[src/rtl/tar_header_parser_assert.svh]
// Assertion macros shared by the tar header parser modules.
`ifndef TAR_HEADER_PARSER_ASSERT_SVH
`define TAR_HEADER_PARSER_ASSERT_SVH

// Condition holds at every clock edge outside reset.
`define TARHP_ASSERT_ALWAYS(label, clk, rst_n, cond) \
    label: assert property (@(posedge clk) disable iff (!rst_n) (cond)) \
        else $error("tar header parser: invariant violated");

// Antecedent implies consequent in the same cycle.
`define TARHP_ASSERT_IMPL(label, clk, rst_n, ante, cons) \
    label: assert property (@(posedge clk) disable iff (!rst_n) (ante) |-> (cons)) \
        else $error("tar header parser: implication violated");

// Antecedent implies consequent in the following cycle.
`define TARHP_ASSERT_NEXT(label, clk, rst_n, ante, cons) \
    label: assert property (@(posedge clk) disable iff (!rst_n) (ante) |=> (cons)) \
        else $error("tar header parser: sequence violated");

`endif

[src/rtl/tarhp_pkg.sv]
// Types, constants and helpers shared by the tar header parser.
`default_nettype none

package tarhp_pkg;

    localparam int OFFSET_BITS_DEFAULT = 48;

    localparam int QUEUE_DEPTH = 2;
    localparam int QUEUE_PTR_W = 1;
    localparam int QUEUE_CNT_W = 2;

    localparam logic [8:0] POS_MODE     = 9'd100;
    localparam logic [8:0] POS_OWNER    = 9'd108;
    localparam logic [8:0] POS_GROUP    = 9'd116;
    localparam logic [8:0] POS_SIZE     = 9'd124;
    localparam logic [8:0] POS_TIME     = 9'd136;
    localparam logic [8:0] POS_CHKSUM   = 9'd148;
    localparam logic [8:0] POS_TYPE     = 9'd156;
    localparam logic [8:0] POS_MAGIC    = 9'd257;
    localparam logic [8:0] POS_MAGIC_END = 9'd262;
    localparam logic [8:0] POS_LAST     = 9'd511;

    localparam logic [7:0] ASCII_SPACE = 8'h20;
    localparam logic [7:0] ASCII_ZERO  = 8'h30;
    localparam logic [7:0] ASCII_SEVEN = 8'h37;
    localparam logic [7:0] ASCII_NUL   = 8'h00;

    typedef enum logic [1:0] {
        PH_HEADER = 2'd0,
        PH_SKIP   = 2'd1,
        PH_DEAD   = 2'd2
    } phase_t;

    typedef enum logic [1:0] {
        SCAN_IDLE   = 2'd0,
        SCAN_DIGITS = 2'd1,
        SCAN_DONE   = 2'd2
    } octal_scan_t;

    typedef struct packed {
        logic [7:0]  entry_type;
        logic [20:0] file_mode;
        logic [20:0] owner_id;
        logic [20:0] group_id;
        logic [32:0] data_size;
        logic [32:0] modify_time;
        logic [47:0] data_offset;
        logic        checksum_ok;
        logic        gnu_format;
        logic        end_of_archive;
    } result_t;

    // Expected "ustar" character at each magic position.
    function automatic logic [7:0] magic_char(input logic [2:0] idx);
        logic [7:0] c;
        unique case (idx)
            3'd0:    c = 8'h75;
            3'd1:    c = 8'h73;
            3'd2:    c = 8'h74;
            3'd3:    c = 8'h61;
            3'd4:    c = 8'h72;
            default: c = ASCII_NUL;
        endcase
        return c;
    endfunction

endpackage

`default_nettype wire

[src/rtl/tarhp_parser.sv]
// Front end: walks header blocks byte by byte, accumulates fields, skips data.
`default_nettype none
`include "tar_header_parser_assert.svh"

module tarhp_parser #(
    parameter int OFFSET_BITS = tarhp_pkg::OFFSET_BITS_DEFAULT
) (
    input  wire logic             clk,
    input  wire logic             rst_n,
    input  wire logic             in_valid,
    input  wire logic [7:0]       in_byte,
    output tarhp_pkg::result_t    rec,
    output logic                  rec_valid
);
    import tarhp_pkg::*;

    localparam int OFS_W = (OFFSET_BITS < 48) ? OFFSET_BITS : 48;

    phase_t             phase_reg, phase_next;
    octal_scan_t        scan_reg, scan_next, scan_base;
    logic [8:0]         pos_reg, pos_next;
    logic [16:0]        sum_reg, sum_next, sum_base;
    logic [23:0]        stored_reg, stored_next;
    logic               magic_bad_reg, magic_bad_next;
    logic               magic_gnu_reg, magic_gnu_next;
    logic [7:0]         type_reg, type_next;
    logic [20:0]        mode_reg, mode_next;
    logic [20:0]        owner_reg, owner_next;
    logic [20:0]        group_reg, group_next;
    logic [32:0]        size_reg, size_next;
    logic [32:0]        time_reg, time_next;
    logic [32:0]        skip_reg, skip_next;
    logic [32:0]        size_m1;
    logic [OFFSET_BITS-1:0] ofs_reg, ofs_next;
    logic [8:0]         magic_idx;
    logic               field_start, in_octal, is_digit, is_space;
    logic               feed_hold, feed_digit;
    logic [7:0]         sum_add;

    always_comb
    begin
        phase_next     = phase_reg;
        scan_next      = scan_reg;
        pos_next       = pos_reg;
        sum_next       = sum_reg;
        stored_next    = stored_reg;
        magic_bad_next = magic_bad_reg;
        magic_gnu_next = magic_gnu_reg;
        type_next      = type_reg;
        mode_next      = mode_reg;
        owner_next     = owner_reg;
        group_next     = group_reg;
        size_next      = size_reg;
        time_next      = time_reg;
        skip_next      = skip_reg;
        ofs_next       = ofs_reg;
        rec            = '0;
        rec_valid      = 1'b0;

        size_m1     = size_reg - 33'd1;
        magic_idx   = pos_reg - POS_MAGIC;
        field_start = (pos_reg == POS_MODE) || (pos_reg == POS_OWNER) ||
                      (pos_reg == POS_GROUP) || (pos_reg == POS_SIZE) ||
                      (pos_reg == POS_TIME) || (pos_reg == POS_CHKSUM);
        in_octal    = (pos_reg >= POS_MODE) && (pos_reg < POS_TYPE);
        scan_base   = field_start ? SCAN_IDLE : scan_reg;
        is_digit    = (in_byte >= ASCII_ZERO) && (in_byte <= ASCII_SEVEN);
        is_space    = (in_byte == ASCII_SPACE);
        feed_hold   = (scan_base == SCAN_IDLE) && is_space;
        feed_digit  = in_octal && !feed_hold && (scan_base != SCAN_DONE) && is_digit;
        sum_add     = ((pos_reg >= POS_CHKSUM) && (pos_reg < POS_TYPE)) ? ASCII_SPACE
                                                                         : in_byte;
        sum_base    = (pos_reg == '0) ? '0 : sum_reg;

        if (in_valid && (phase_reg != PH_DEAD))
        begin
            ofs_next = ofs_reg + 1'b1;
            unique case (phase_reg)
                PH_SKIP:
                begin
                    if (skip_reg == '0)
                        phase_next = PH_HEADER;
                    else
                        skip_next = skip_reg - 33'd1;
                end
                PH_HEADER:
                begin
                    if (pos_reg == '0)
                    begin
                        stored_next    = '0;
                        magic_bad_next = 1'b0;
                        magic_gnu_next = 1'b0;
                        type_next      = '0;
                        mode_next      = '0;
                        owner_next     = '0;
                        group_next     = '0;
                        size_next      = '0;
                        time_next      = '0;
                    end
                    sum_next = sum_base + 17'(sum_add);

                    if (in_octal)
                    begin
                        if (feed_hold)
                            scan_next = scan_base;
                        else if (feed_digit)
                            scan_next = SCAN_DIGITS;
                        else
                            scan_next = SCAN_DONE;
                    end
                    else
                        scan_next = scan_base;

                    if (feed_digit)
                    begin
                        if (pos_reg < POS_OWNER)
                            mode_next = {mode_reg[17:0], in_byte[2:0]};
                        else if (pos_reg < POS_GROUP)
                            owner_next = {owner_reg[17:0], in_byte[2:0]};
                        else if (pos_reg < POS_SIZE)
                            group_next = {group_reg[17:0], in_byte[2:0]};
                        else if (pos_reg < POS_TIME)
                            size_next = {size_reg[29:0], in_byte[2:0]};
                        else if (pos_reg < POS_CHKSUM)
                            time_next = {time_reg[29:0], in_byte[2:0]};
                        else
                            stored_next = {stored_reg[20:0], in_byte[2:0]};
                    end

                    if (pos_reg == POS_TYPE)
                        type_next = in_byte;

                    if ((pos_reg >= POS_MAGIC) && (pos_reg < POS_MAGIC_END))
                    begin
                        if (in_byte != magic_char(magic_idx[2:0]))
                            magic_bad_next = 1'b1;
                    end
                    else if (pos_reg == POS_MAGIC_END)
                    begin
                        if (is_space)
                            magic_gnu_next = 1'b1;
                        else if (in_byte != ASCII_NUL)
                            magic_bad_next = 1'b1;
                    end

                    if (pos_reg == POS_LAST)
                    begin
                        pos_next  = '0;
                        rec_valid = 1'b1;
                        if (magic_bad_reg)
                        begin
                            rec.end_of_archive = 1'b1;
                            phase_next         = PH_DEAD;
                        end
                        else
                        begin
                            rec.entry_type  = type_reg;
                            rec.file_mode   = mode_reg;
                            rec.owner_id    = owner_reg;
                            rec.group_id    = group_reg;
                            rec.data_size   = size_reg;
                            rec.modify_time = time_reg;
                            rec.data_offset = 48'(ofs_next[OFS_W-1:0]);
                            rec.checksum_ok = ({7'd0, sum_next} == stored_reg);
                            rec.gnu_format  = magic_gnu_reg;
                            // round the data up to whole blocks, minus one byte
                            if (size_reg != '0)
                            begin
                                skip_next  = {size_m1[32:9], 9'h1FF};
                                phase_next = PH_SKIP;
                            end
                        end
                    end
                    else
                        pos_next = pos_reg + 9'd1;
                end
                default:
                begin
                    phase_next = phase_reg;
                end
            endcase
        end
    end

    always_ff @(posedge clk or negedge rst_n)
    begin
        if (!rst_n)
        begin
            phase_reg     <= PH_HEADER;
            scan_reg      <= SCAN_IDLE;
            pos_reg       <= '0;
            sum_reg       <= '0;
            stored_reg    <= '0;
            magic_bad_reg <= 1'b0;
            magic_gnu_reg <= 1'b0;
            type_reg      <= '0;
            mode_reg      <= '0;
            owner_reg     <= '0;
            group_reg     <= '0;
            size_reg      <= '0;
            time_reg      <= '0;
            skip_reg      <= '0;
            ofs_reg       <= '0;
        end
        else
        begin
            phase_reg     <= phase_next;
            scan_reg      <= scan_next;
            pos_reg       <= pos_next;
            sum_reg       <= sum_next;
            stored_reg    <= stored_next;
            magic_bad_reg <= magic_bad_next;
            magic_gnu_reg <= magic_gnu_next;
            type_reg      <= type_next;
            mode_reg      <= mode_next;
            owner_reg     <= owner_next;
            group_reg     <= group_next;
            size_reg      <= size_next;
            time_reg      <= time_next;
            skip_reg      <= skip_next;
            ofs_reg       <= ofs_next;
        end
    end

    `TARHP_ASSERT_IMPL(a_pos_only_in_header, clk, rst_n, phase_reg != PH_HEADER, pos_reg == '0)
    `TARHP_ASSERT_IMPL(a_rec_at_block_end, clk, rst_n, rec_valid, pos_reg == POS_LAST)
    `TARHP_ASSERT_NEXT(a_dead_sticks, clk, rst_n, phase_reg == PH_DEAD, phase_reg == PH_DEAD)

endmodule

`default_nettype wire

[src/rtl/tarhp_result_queue.sv]
// Back end: short result queue that presents the oldest header record.
`default_nettype none
`include "tar_header_parser_assert.svh"

module tarhp_result_queue (
    input  wire logic                clk,
    input  wire logic                rst_n,
    input  wire logic                wr_en,
    input  wire tarhp_pkg::result_t  wr_data,
    input  wire logic                rd_en,
    output tarhp_pkg::result_t       rd_data,
    output logic                     q_empty,
    output logic                     q_full
);
    import tarhp_pkg::*;

    result_t                  mem [QUEUE_DEPTH];
    logic [QUEUE_PTR_W-1:0]   wr_ptr_reg, rd_ptr_reg;
    logic [QUEUE_CNT_W-1:0]   count_reg, count_next;
    logic                     do_wr, do_rd;

    assign q_empty = (count_reg == '0);
    assign q_full  = (count_reg == QUEUE_CNT_W'(QUEUE_DEPTH));
    assign do_wr   = wr_en && !q_full;
    assign do_rd   = rd_en && !q_empty;
    assign rd_data = mem[rd_ptr_reg];

    always_comb
    begin
        count_next = count_reg + QUEUE_CNT_W'(do_wr) - QUEUE_CNT_W'(do_rd);
    end

    always_ff @(posedge clk)
    begin
        if (do_wr)
            mem[wr_ptr_reg] <= wr_data;
    end

    always_ff @(posedge clk or negedge rst_n)
    begin
        if (!rst_n)
        begin
            wr_ptr_reg <= '0;
            rd_ptr_reg <= '0;
            count_reg  <= '0;
        end
        else
        begin
            // pointers wrap naturally at the power-of-two depth
            if (do_wr)
                wr_ptr_reg <= wr_ptr_reg + 1'b1;
            if (do_rd)
                rd_ptr_reg <= rd_ptr_reg + 1'b1;
            count_reg <= count_next;
        end
    end

    `TARHP_ASSERT_ALWAYS(a_count_bound, clk, rst_n, count_reg <= QUEUE_CNT_W'(QUEUE_DEPTH))
    `TARHP_ASSERT_IMPL(a_no_write_when_full, clk, rst_n, q_full, !wr_en)
    `TARHP_ASSERT_NEXT(a_pop_drains, clk, rst_n, do_rd && !do_wr, count_reg == $past(count_reg) - 1'b1)

endmodule

`default_nettype wire

[src/rtl/tar_header_parser.sv]
// Top level of the streaming tar header parser.
//
// Input channel: one archive byte per beat on byte_value, taken when push is
// high and full is low. The stream is a sequence of 512-byte blocks; each
// header block yields one result, and the data blocks behind it are skipped.
// Result channel: the oldest record sits on the result ports while empty is
// low and leaves on a beat with pop high.
// Throughput: one byte per cycle while full is low; the parser never stalls
// on its own. Latency: a result enters the queue the cycle after the last
// (512th) byte of its header block is taken.
// The two-entry result queue decouples the sides: full rises only when two
// records wait unread, which stalls further bytes until the consumer pops.
// A header with bad magic yields a record with end_of_archive set and all
// other fields zero; every later byte is then taken and dropped.
// Reset clears the block position, accumulators, stream offset and queue;
// the first byte after reset starts a header block.
`default_nettype none

module tar_header_parser #(
    parameter int OFFSET_BITS = tarhp_pkg::OFFSET_BITS_DEFAULT
) (
    input  wire logic        clk,
    input  wire logic        rst_n,
    input  wire logic        push,
    output logic             full,
    input  wire logic [7:0]  byte_value,
    output logic             empty,
    input  wire logic        pop,
    output logic [7:0]       entry_type,
    output logic [20:0]      file_mode,
    output logic [20:0]      owner_id,
    output logic [20:0]      group_id,
    output logic [32:0]      data_size,
    output logic [32:0]      modify_time,
    output logic [47:0]      data_offset,
    output logic             checksum_ok,
    output logic             gnu_format,
    output logic             end_of_archive
);
    import tarhp_pkg::*;

    result_t rec, head;
    logic    rec_valid, accept;

    assign accept = push && !full;

    tarhp_parser #(
        .OFFSET_BITS(OFFSET_BITS)
    ) u_parser (
        .clk       (clk),
        .rst_n     (rst_n),
        .in_valid  (accept),
        .in_byte   (byte_value),
        .rec       (rec),
        .rec_valid (rec_valid)
    );

    tarhp_result_queue u_queue (
        .clk     (clk),
        .rst_n   (rst_n),
        .wr_en   (rec_valid),
        .wr_data (rec),
        .rd_en   (pop),
        .rd_data (head),
        .q_empty (empty),
        .q_full  (full)
    );

    assign entry_type     = head.entry_type;
    assign file_mode      = head.file_mode;
    assign owner_id       = head.owner_id;
    assign group_id       = head.group_id;
    assign data_size      = head.data_size;
    assign modify_time    = head.modify_time;
    assign data_offset    = head.data_offset;
    assign checksum_ok    = head.checksum_ok;
    assign gnu_format     = head.gnu_format;
    assign end_of_archive = head.end_of_archive;

endmodule

`default_nettype wire
[config.mk]
export PLATFORM = sky130hd
export DESIGN_NAME = tar_header_parser
export DESIGN_NICKNAME = d
export VERILOG_FILES = /design/src/rtl/tarhp_pkg.sv /design/src/rtl/tarhp_parser.sv /design/src/rtl/tarhp_result_queue.sv /design/src/rtl/tar_header_parser.sv
export VERILOG_INCLUDE_DIRS = /design/src /design/src/rtl
export SDC_FILE = /design/constraint.sdc
export NUM_CORES = 1
export LEC_CHECK = 0
export BUFFER_PORTS_ARGS = -buffer_cell sky130_fd_sc_hd__buf_2
export CAP_MARGIN = 20
export CELL_PAD_IN_SITES_DETAIL_PLACEMENT = 1
export CELL_PAD_IN_SITES_GLOBAL_PLACEMENT = 1
export CORE_MARGIN = 2
export CORE_UTILIZATION = 30
export DETAILED_ROUTE_END_ITERATION = 6
export GPL_TIMING_DRIVEN = 0
export PLACE_DENSITY_LB_ADDON = 0.08
export SKIP_CTS_REPAIR_TIMING = 1
export SLEW_MARGIN = 20
export SYNTH_ARGS = -nofsm -noshare
export SYNTH_HDL_FRONTEND = slang
export SYNTH_SLANG_ARGS = --single-unit
[constraint.sdc]
create_clock -name clk -period 9.75 [get_ports clk]
set_input_delay 2.925 -clock clk [delete_from_list [all_inputs] [get_ports clk]]
set_output_delay 2.925 -clock clk [all_outputs]
set_load 0.02 [all_outputs]
==> impl_metrics.py <==
metrics = {
    "die": {
        "row_count": 114,
        "coreArea_um2": 96700,
        "initial_core_util_pct": 30.2,
        "fp.dieW_um": 316,
        "die_h_um": 316,
        "ioPinCount": 202,
        "dieArea_um2": 100000,
    },
    "routing": {
        "route.detailed.wl_per_inst_um": 20.2,
        "drc": 0,
        "num_vias": 19800,
        "ant_nets": 0,
        "vias_per_cell": 4.80,
        "postRouteWirelength_um": 83300,
        "drt_iter0_markers": 966,
        "drt_pass1_iterations": 5,
    },
    "logic_synthesis": {
        "synth_edf_count": 376,
        "yosys_most_used_dff": "edfxtp_1",
        "synthCells": 2480,
        "synthTopCellsByArea": "edfxtp_1 39%, dfrtp_1 24%, mux2_2 7.4%",
        "ys_async_sr_fraction_pct": 42.5,
        "synth_cell_types": 72,
        "synth_nets": 2514,
        "synth_area_um2": 29200,
        "ys_warn_count": 0,
        "synth.avg_cell_area_um2": 11.8,
        "yosysTopAreaCell": "edfxtp_1",
        "synth-seq-cells": 654,
        "seq_area_frac_synth_pct": 62.4,
        "synth_top_area_share_pct": 38.6,
    },
    "layout": {
        "nFillCells": 10500,
        "multi_input_area_um2": 10400,
        "drive_above_1_share_pct": 20.7,
        "largest_reg_flops": 376,
        "final_cell_area_um2": 35000,
        "syn_to_final_growth_pct": 19.5,
        "seq_area_um2": 18200,
        "finalNetCount": 2813,
    },
    "timing": {
        "finalClockSkew_ns": 0.0211,
        "layout_min_cycle_time_ns": 6.41,
        "rsz0062_at_grt": "false",
        "max-slew-margin-rel_pct": 23.3,
        "fin_crit_sh_pct": 65.7,
        "drv_slew": 0,
        "max_freq_ghz": 0.156,
        "timing.final.hold_violations": 0,
        "setup_slack_ns": 3.34,
        "tightestPinTransition_ns": 1.15,
        "setup_violations": 0,
    },
    "cts": {
        "cts.clk_slew.worst_paths_ns": 0.06,
        "root_buffer": "clkbuf_16",
        "cts_sinks": 654,
        "htreeDepth": 3,
        "clock_latency_ns": 0.64,
        "cts_tree": "yes",
        "clock_path_buffers": 3,
        "cts_buffers": 80,
    },
    "worst_setup_path": {
        "critPathRequiredTime_ns": 10.21,
        "critPathCaptureType": "flip-flop",
        "criticalPathCategory": "primary input to flip-flop",
        "crit_arrival_ns": 6.87,
        "crit_fanout": 10,
        "startpoint_type": "primary input",
    },
    "global_routing": {
        "grt_usage_pct": 16.7,
        "met1_usage_pct": 22.9,
        "grt_max_degree": 82,
        "antenna_found_initial": 5,
        "grt_pass1_wl_um": 129000,
        "grt-busiest-layer": "met2",
        "use_met3_pct": 2.80,
        "overflow": 0,
        "grtUsageMet2_pct": 27.6,
        "grt_pass1_vias": 21500,
    },
    "job": {
        "cap_violations": 0,
    },
    "pwr": {
        "p_leak_nw": 11.9,
        "ir_drop_mv": 0.133,
        "power_density_nw_per_um2": 206,
    },
    "placement": {
        "place_area_um2": 32300,
        "place_ws_ns": 2.71,
        "place_hpwl_um": 58600,
        "place.gp.congestion": 0.742,
        "port_buffers": 200,
    },
    "worst_hold_path": {
        "hold_path_class": "flip-flop to flip-flop",
    },
    "outcome": {
        "status": "finished clean",
    },
}
==> per-stage QoR <==
step	instances	hold slack (ns)	total power, mW	util [%]	setup TNS [ns]
6_report	4125	0.479	7.20	36.1	0
5_1_grt	4123	0.505	7.53	36.1	0
4_1_cts	4123	0.478	7.33	36.1	0
3_5_place_dp	3973	0.464	4.26	33.4	0
3_3_place_gp	3956	0.453	4.24	32.9	-1031.79
2_1_floorplan	2480	0.437	3.86	-	0
==> per-layer routing <==
metal | vias to the layer above | share of wire (%)
li1 | 9343 | -
met1 | 10100 | 47
met2 | 274 | 47
met3 | 103 | 3.3
met4 | 0 | 2.2
met5 | - | 0
==> critical path, stage by stage <==
cell and delay, ns:
buf_2 0.14, clkbuf_1 0.86, and2_1 0.25, ha_1 0.19
inv_1 0.06, fa_1 0.47, xnor2_1 0.15, a31oi_1 0.14
nand4_1 0.10, or4_1 0.51, a311oi_1 0.22, nand4_1 0.15
nor4_1 0.36, o2111a_1 0.31
==> layout make-up <==
class	instances	area share (%)
diodes	2	0.0143
plain buffers	135	1.62
clock buffers	111	6.42
clock inverters	39	1.20
inverters	24	0.258
multi-input cells	1667	29.6
flip-flops and latches	654	52.2
well taps	1276	4.57
repair buffers	217	4.08
==> power by group <==
group	internal, mW	total, mW	switching [mW]
sequential	2.96	3.02	0.0546
clock	1.80	3.01	1.21
combinational	0.411	1.17	0.758
total	5.18	7.20	2.02
==> final timing paths <==
path	startpoint	endpoint	slack (ns)	cells past startpoint
max	byte_value[0]	u_queue.mem[1][2]	3.34	14
min	u_parser.sum_reg[4]	u_parser.sum_reg[4]	0.48	2
max reg2reg	u_parser.pos_reg[2]	u_queue.mem[1][2]	4.55	14
max in group asynchronous	rst_n	u_parser.owner_reg[16]	6.32	3
min in group asynchronous	rst_n	u_parser.time_reg[21]	2.24	1
min reg2reg	u_parser.sum_reg[4]	u_parser.sum_reg[4]	0.48	2
==> kinds of logic after synthesis <==
| kind of cell | Yosys count | synth area share (%) |
|---|---|---|
| and+or+nand+nor | 946 | 15.5 |
| buffers and inverters | 159 | 2.22 |
| DFF | 654 | 62.4 |
| muxes | 192 | 7.39 |
| xor gates and xnor gates | 145 | 4.39 |
| adders and majority gates | 22 | 0.967 |
| AOI/OAI and AO/OA | 362 | 7.12 |
==> layout by cell type, fill, tap and decap left out, drive strengths merged, types with 13 or more instances in the layout <==
master	count
a21oi	57
a22o	14
and2	156
and3	15
buf	251
clkbuf	212
clkinv	27
dfrtp	278
edfxtp	376
ha	21
inv	26
mux2	191
nand2	437
nand2b	13
nand3	39
nand4	26
nor2	133
nor3	37
nor4	17
o21ai	228
or3	24
xnor2	74
xor2	70
==> Yosys cell counts, drive strengths merged, types with 4 or more instances <==
cell      n
clkbuf  101
xor2     70
a22oi     6
o21ai   228
edfxtp  376
ha       21
mux2    191
o21a      4
or4      12
nor3     37
nand2   437
inv      24
o31ai    12
and2    156
nor4b     4
nor2b    11
o211ai    4
dfrtp   278
and4      4
a31oi     4
a21oi    57
nor4     17
nor2    133
o22a      6
a22o     14
or3      24
xnor2    74
nand3    39
buf      34
nand4    26
nand2b   13
or2       9
and3     15
Power figures use the tool's default switching activity.
